===== config.mk =====
export PLATFORM = sky130hd
export DESIGN_NAME = hrm_combine
export DESIGN_NICKNAME = d
export VERILOG_FILES = /design/src/rtl/core/hrm_pkg.sv /design/src/rtl/core/hrm_combine.sv
export SDC_FILE = /design/constraint.sdc
export NUM_CORES = 2
export LEC_CHECK = 0
export BUFFER_PORTS_ARGS = -buffer_cell sky130_fd_sc_hd__buf_2
export CAP_MARGIN = 10
export CORE_MARGIN = 1
export CORE_UTILIZATION = 40
export DETAILED_ROUTE_END_ITERATION = 6
export PLACE_DENSITY_LB_ADDON = 0.15
export SLEW_MARGIN = 0
export SYNTH_ARGS = -nofsm -noshare
export SYNTH_HDL_FRONTEND = slang
export SYNTH_SLANG_ARGS = --single-unit

===== constraint.sdc =====
create_clock -name clk -period 9.1 [get_ports clk]
set_clock_uncertainty 0.2 [all_clocks]
set_input_delay 1.82 -clock clk [delete_from_list [all_inputs] [get_ports clk]]
set_output_delay 1.82 -clock clk [all_outputs]
set_load 0.02 [all_outputs]

===== src/rtl/core/hrm_pkg.sv =====
// hrm_pkg: shared constants, widths and helper functions for the hue rotation matrix unit
// no dependencies; used by hrm_cordic, hrm_combine and hue_rotation_matrix_unit
package hrm_pkg;

	localparam int ANGLE_BITS_DEF     = 16;
	localparam int COEF_FRAC_BITS_DEF = 14;

	localparam int CORDIC_STAGES = 20;
	localparam int CORDIC_W      = 34;
	localparam int PROD_W        = 68;
	localparam int COEF_W        = 16;
	localparam int PHASE_W       = 32;
	localparam int RESID_W       = 30;

	localparam int COMBINE_STAGES = 5;
	localparam int LATENCY        = CORDIC_STAGES + COMBINE_STAGES;

	localparam logic signed [CORDIC_W-1:0] CORDIC_GAIN   = CORDIC_W'(652032874);
	localparam logic signed [30:0]         Q30_THIRD     = 31'sd357913941;
	localparam logic signed [30:0]         Q30_INV_SQRT3 = 31'sd619925131;
	localparam int                         Q30_SHIFT     = 30;

	localparam logic signed [PROD_W-1:0] COEF_MAX = PROD_W'(32767);
	localparam logic signed [PROD_W-1:0] COEF_MIN = -PROD_W'(32768);

	localparam logic [1:0] QUAD_I   = 2'd0;
	localparam logic [1:0] QUAD_II  = 2'd1;
	localparam logic [1:0] QUAD_III = 2'd2;
	localparam logic [1:0] QUAD_IV  = 2'd3;

	// atan(2^-i) in units of 2^-32 turn
	function automatic logic signed [CORDIC_W-1:0] atan_turn(input int idx);
		logic signed [CORDIC_W-1:0] v;
		begin
			case (idx)
				0:       v = CORDIC_W'(536870912);
				1:       v = CORDIC_W'(316933406);
				2:       v = CORDIC_W'(167458907);
				3:       v = CORDIC_W'(85004756);
				4:       v = CORDIC_W'(42667331);
				5:       v = CORDIC_W'(21354465);
				6:       v = CORDIC_W'(10679838);
				7:       v = CORDIC_W'(5340245);
				8:       v = CORDIC_W'(2670163);
				9:       v = CORDIC_W'(1335087);
				10:      v = CORDIC_W'(667544);
				11:      v = CORDIC_W'(333772);
				12:      v = CORDIC_W'(166886);
				13:      v = CORDIC_W'(83443);
				14:      v = CORDIC_W'(41722);
				15:      v = CORDIC_W'(20861);
				16:      v = CORDIC_W'(10430);
				17:      v = CORDIC_W'(5215);
				18:      v = CORDIC_W'(2608);
				19:      v = CORDIC_W'(1304);
				default: v = '0;
			endcase
			return v;
		end
	endfunction

	// clamp a shifted coefficient to the signed output range
	function automatic logic signed [COEF_W-1:0] sat_coef(input logic signed [PROD_W-1:0] v);
		logic signed [COEF_W-1:0] r;
		begin
			if (v > COEF_MAX)
				r = COEF_MAX[COEF_W-1:0];
			else if (v < COEF_MIN)
				r = COEF_MIN[COEF_W-1:0];
			else
				r = v[COEF_W-1:0];
			return r;
		end
	endfunction

endpackage


===== src/rtl/core/hrm_combine.sv =====
// hrm_combine: quadrant fold, constant multiplies, sums, rounding and saturation
// depends on hrm_pkg; fed by hrm_cordic
module hrm_combine #(
	parameter int COEF_FRAC_BITS = hrm_pkg::COEF_FRAC_BITS_DEF
) (
	input  logic                                clk,
	input  logic                                arst_n,
	input  logic                                in_valid,
	input  logic signed [hrm_pkg::CORDIC_W-1:0] x,
	input  logic signed [hrm_pkg::CORDIC_W-1:0] y,
	input  logic [1:0]                          quad,
	output logic                                out_valid,
	output logic signed [hrm_pkg::COEF_W-1:0]   diag,
	output logic signed [hrm_pkg::COEF_W-1:0]   plus,
	output logic signed [hrm_pkg::COEF_W-1:0]   minus
);

	localparam int W   = hrm_pkg::CORDIC_W;
	localparam int PW  = hrm_pkg::PROD_W;
	localparam int MW  = W + 31;
	localparam int SH  = 2 * hrm_pkg::Q30_SHIFT - COEF_FRAC_BITS;

	// one third scaled to q.60 plus the rounding half, folded into one constant
	localparam logic signed [PW-1:0] T_BASE =
		(PW'(hrm_pkg::Q30_THIRD) <<< hrm_pkg::Q30_SHIFT) + (PW'(1) <<< (SH - 1));

	logic                 valid_s1, valid_s2, valid_s3, valid_s4, valid_s5;
	logic signed [W-1:0]  c_s1, s_s1, c_s2, c_s3;
	logic signed [PW-1:0] mc_s2, ms_s2, ms_s3, t_s3;
	logic signed [PW-1:0] diag_s4, plus_s4, minus_s4;
	logic signed [hrm_pkg::COEF_W-1:0] diag_s5, plus_s5, minus_s5;

	logic signed [W-1:0]  c_fold, s_fold;
	logic signed [MW-1:0] mc, ms;

	always_comb begin
		case (quad)
			hrm_pkg::QUAD_I: begin
				c_fold = x;
				s_fold = y;
			end
			hrm_pkg::QUAD_II: begin
				c_fold = -y;
				s_fold = x;
			end
			hrm_pkg::QUAD_III: begin
				c_fold = -x;
				s_fold = -y;
			end
			default: begin
				c_fold = y;
				s_fold = -x;
			end
		endcase
	end

	assign mc = MW'(c_s1) * MW'(hrm_pkg::Q30_THIRD);
	assign ms = MW'(s_s1) * MW'(hrm_pkg::Q30_INV_SQRT3);

	always_ff @(posedge clk or negedge arst_n) begin
		if (!arst_n) begin
			valid_s1 <= 1'b0;
			valid_s2 <= 1'b0;
			valid_s3 <= 1'b0;
			valid_s4 <= 1'b0;
			valid_s5 <= 1'b0;
		end else begin
			valid_s1 <= in_valid;
			valid_s2 <= valid_s1;
			valid_s3 <= valid_s2;
			valid_s4 <= valid_s3;
			valid_s5 <= valid_s4;
		end
	end

	always_ff @(posedge clk) begin
		c_s1     <= c_fold;
		s_s1     <= s_fold;
		c_s2     <= c_s1;
		mc_s2    <= PW'(mc);
		ms_s2    <= PW'(ms);
		c_s3     <= c_s2;
		ms_s3    <= ms_s2;
		t_s3     <= T_BASE - mc_s2;
		diag_s4  <= (PW'(c_s3) <<< hrm_pkg::Q30_SHIFT) + t_s3;
		plus_s4  <= t_s3 + ms_s3;
		minus_s4 <= t_s3 - ms_s3;
		diag_s5  <= hrm_pkg::sat_coef(diag_s4 >>> SH);
		plus_s5  <= hrm_pkg::sat_coef(plus_s4 >>> SH);
		minus_s5 <= hrm_pkg::sat_coef(minus_s4 >>> SH);
	end

	assign out_valid = valid_s5;
	assign diag      = diag_s5;
	assign plus      = plus_s5;
	assign minus     = minus_s5;

endmodule


==> impl_results.md <==
- Hold Startpoint: ms_s2[29]$_DFF_P_
- Crit path buf inv count: 1
- Yosys warns: 0
- Post-Synth Simple-Gate Area: under 10%
- Clk root buf: clkbuf_16
- Worst-path maximum fanout: 8
- Kind of critical path: reg -> reg
- Worst path slowest cell: dfxtp_1
- Vias: 40,900
- Slowest Stage Delay on Critical Path: approximately 0.77 ns
- TritonCTS clock tree: built
- # setup viols final: 0
- Adder-Cell Fraction of Synth Area: 48.3%
- Number of CTS-inserted buffers: between 60 and 70
- Tmin final: 8.66 ns
- Worst setup margin: about 0.44 ns
- Max Used Layer: met5
- I/O pin count: roughly 120
- WL met2: 79,800 um
- FP Rows: ~140
- Yosys reg bits: 511
- Post-synthesis cell area: 58,500 sq um
- Yosys cell types: ~90
- Dpl cells: ~7,900
- Area grow syn2layout: 8.55%
- Hold buffer count at cts: 0
- Die height: approximately 380 um
- Post-synth net total: 7,781
- GRT Resource Usage Total: between 20% and 30%
- Global-route wire length before repair: 273,000 um
- Critical path required time: around 9.5 ns
- Fmax: around 0.12 GHz
- Setup WS pre-CTS: approximately 0.43 ns
- Clock tree sinks: between 500 and 600
- RSZ-0062 raised after global routing: false
- Tcrit/Tclk final: between 90% and 100%
- Chip width: 384 um
- Slew HR: 27.3%
- Non-Filler Instances: about 8,000
- Clk buf depth: 3
- Pre-antenna DRT Iters: 5
- Crit end category: flip-flop
- Final core occ: 44.0%
- Reg2reg end: ms_s2[62]$_DFF_P_
- R2r worst-path depth: 22
- Layout cell share with drive strength beyond 1: about 5.6%
- FFs w/ async S/R, synth: less than 1%
- Met1 Wirelength: slightly below 90,000 um
- Fin. Hold Viols: 0
- XOR/XNOR Fraction of Synth Area: just under 6%
- Hold-critical path depth: 0
- Compound-Gate Fraction of Synth Area: a little over a tenth
- Post-route DRC violation count: 0
- Min-delay worst type: reg -> reg
- EDFF count, synth: 0
- Worst-path clk slew: roughly 0.06 ns
- RR Startpoint: s_s1[9]$_DFF_P_
- Syn avg cell area: approximately 9.8 sq um
- Crit-path most repeated cell: fa_1
- Total Die Area: 148,000 sq um
- Mux share of post-synthesis cell area: less than 1%
- R2R setup slack: around 0.44 ns
- CP Cell Sequence: ha_1, xnor2_1, inv_1, ha_1, or2_2, fa_1, fa_1, fa_1, fa_1, fa_1, fa_1, ha_1, a21oi_1, o21ai_0, a21oi_1, a211o_1, a211oi_1, a32oi_1, o21ai_1, a41oi_1, o41ai_1, xor2_1
- GPL Wtd Cong: around 0.95
- Hold EP: ms_s3[29]$_DFF_P_
- Final ANT Viol Nets: 0
- Port buffer count: ~120
- Startpoint Class: flip-flop
- DRT iter0 DRCs: approximately 2,700
- Via/cell ratio: roughly 5
- DP Wirelength: about 160,000 um
- Mapped Cells: between 5,000 and 6,000
- Core ar.: between 100,000 and 150,000 sq um
- Wire length per cell: roughly 23 um
- Initial Util: 40.5%
- Largest family of logic cells by synthesized area: adder cells
- Top_reg_cell synth: dfxtp_1
- Routed WL: ~180,000 um
- Setup TNS: 0 ns
- Clock insertion delay at the later pin of the skew report: 0.72 ns
- Post-CTS Setup Inserts: 0
- Actual slew at the worst max-slew pin: around 1.1 ns
- H-Tree Depth: 2
- Final nets: approximately 7,900
- Post-CTS Resized: 0
- Data arrival, critical path: between 9 and 10 ns
- Number of max-cap violations: 0
- Register area share after synthesis: approximately 18%
- GR Overflow Total: 0
- Largest net degree at the start of global routing: between 70 and 80
- Initial antenna violation count: 21
- Vias in the first global route: approximately 43,000
- Max-slew violation count: 0
- CP top delay family: adder cells
- Met3 wire len: between 10,000 and 15,000 um
- Status: finished, final reports clean
worst max-delay path by stage:
stage | slack, ns | to | startpoint | cells past startpoint
floorplan | 0.72 | mc_s2[62]$_DFF_P_ | c_s1[33]$_DFF_P_ | 24
global placement | 0.48 | ms_s2[62]$_DFF_P_ | s_s1[8]$_DFF_P_ | 22
detailed placement | 0.43 | ms_s2[62]$_DFF_P_ | s_s1[8]$_DFF_P_ | 22
CTS | 0.39 | ms_s2[62]$_DFF_P_ | s_s1[8]$_DFF_P_ | 22
global route | 0.15 | ms_s2[62]$_DFF_P_ | s_s1[9]$_DFF_P_ | 22
finish | 0.44 | ms_s2[62]$_DFF_P_ | s_s1[9]$_DFF_P_ | 22
Yosys cell counts (14+ instances only):
master	count	share of area (%)
or4_1	15	0.19
nand2_1	195	1.3
or2_2	32	0.34
a21oi_1	301	2.6
or3_1	19	0.20
nor3_1	56	0.48
a211oi_1	25	0.32
nand2b_1	36	0.38
and3_1	24	0.26
clkbuf_1	99	0.64
nor2b_1	30	0.32
ha_1	859	18
inv_1	1402	9.0
a21boi_0	14	0.18
nand3_1	50	0.43
and2_1	20	0.21
dfxtp_1	506	17
xor2_1	138	2.1
mux4_2	17	0.65
nor2_1	221	1.4
o21ai_0	166	1.4
fa_1	872	30
nand4_1	51	0.55
o21a_1	64	0.82
xnor2_1	257	3.8
o21bai_1	46	0.59
a21o_1	150	1.9
o31ai_1	32	0.41
a31oi_1	30	0.32
nor4_1	42	0.45
worst register-to-register path, delay by kind of cell (launching register included):
family / cells / cell delay (ns)
AO/OA/AOI/OAI: 9 / 2.39
AND/OR/NAND/NOR: 1 / 0.31
XOR/XNOR: 2 / 0.70
adder cells (fa/ha/maj): 9 / 4.03
flip-flops: 1 / 0.77
buffers and inverters: 1 / 0.15
placed cells by master (no fill, tap or decap), types with 61 or more instances in the layout:
| master | Yosys | routed |
|---|---|---|
| o21a_1 | 64 | 64 |
| fa_1 | 872 | 872 |
| inv_1 | 1402 | 1400 |
| xor2_1 | 138 | 138 |
| buf_2 | 1 | 119 |
| nor2_1 | 221 | 221 |
| clkbuf_16 | 0 | 61 |
| o21ai_0 | 166 | 164 |
| a21oi_1 | 301 | 300 |
| xnor2_1 | 257 | 257 |
| a21o_1 | 150 | 150 |
| nand2_1 | 195 | 195 |
| ha_1 | 859 | 859 |
| dfxtp_1 | 506 | 503 |
state kept, by name (all words and copies together) (netlist names), 22 cells and up:
name	flops
ms_s2	65
c_s3	33
s_s1	34
plus_s4	22
diag_s4	22
c_s1	34
mc_s2	64
ms_s3	65
minus_s4	22
c_s2	32
t_s3	65
cells by family after synthesis:
logic type | count (synthesis)
adders and majority gates | 1734
buffers and inverters | 1522
AOI/OAI and AO/OA | 954
and+or+nand+nor | 830
DFF | 511
xor gates and xnor gates | 395
muxes | 31
stage by stage:
step	hold slack [ns]	cell area [sq um]
after floorplan	0.110	58500
after global placement	0.112	61300
after detailed placement	0.112	61300
after CTS	0.124	63500
after global routing	0.130	63500
final	0.122	63500
metal layers:
metal	global-route usage (%)	up-vias
li1	-	19300
met1	36.8	20400
met2	39.1	1046
met3	3.77	148
met4	4.57	2
met5	0	-
layout make-up:
class | instances | area (sq um)
Inverter | 1404 | 5270
Tap cell | 1903 | 2380
Clock buffer | 74 | 1660
Fill cell | 14100 | 80800
Antenna cell | 5 | 12.5
Multi-Input combinational cell | 3944 | 42500
Timing Repair Buffer | 155 | 866
Clock inverter | 41 | 583
Sequential cell | 511 | 10300
Power is left out: the tool's default activity adds up to more than one toggle a clock period on the data nets, which glitch-free logic cannot reach.
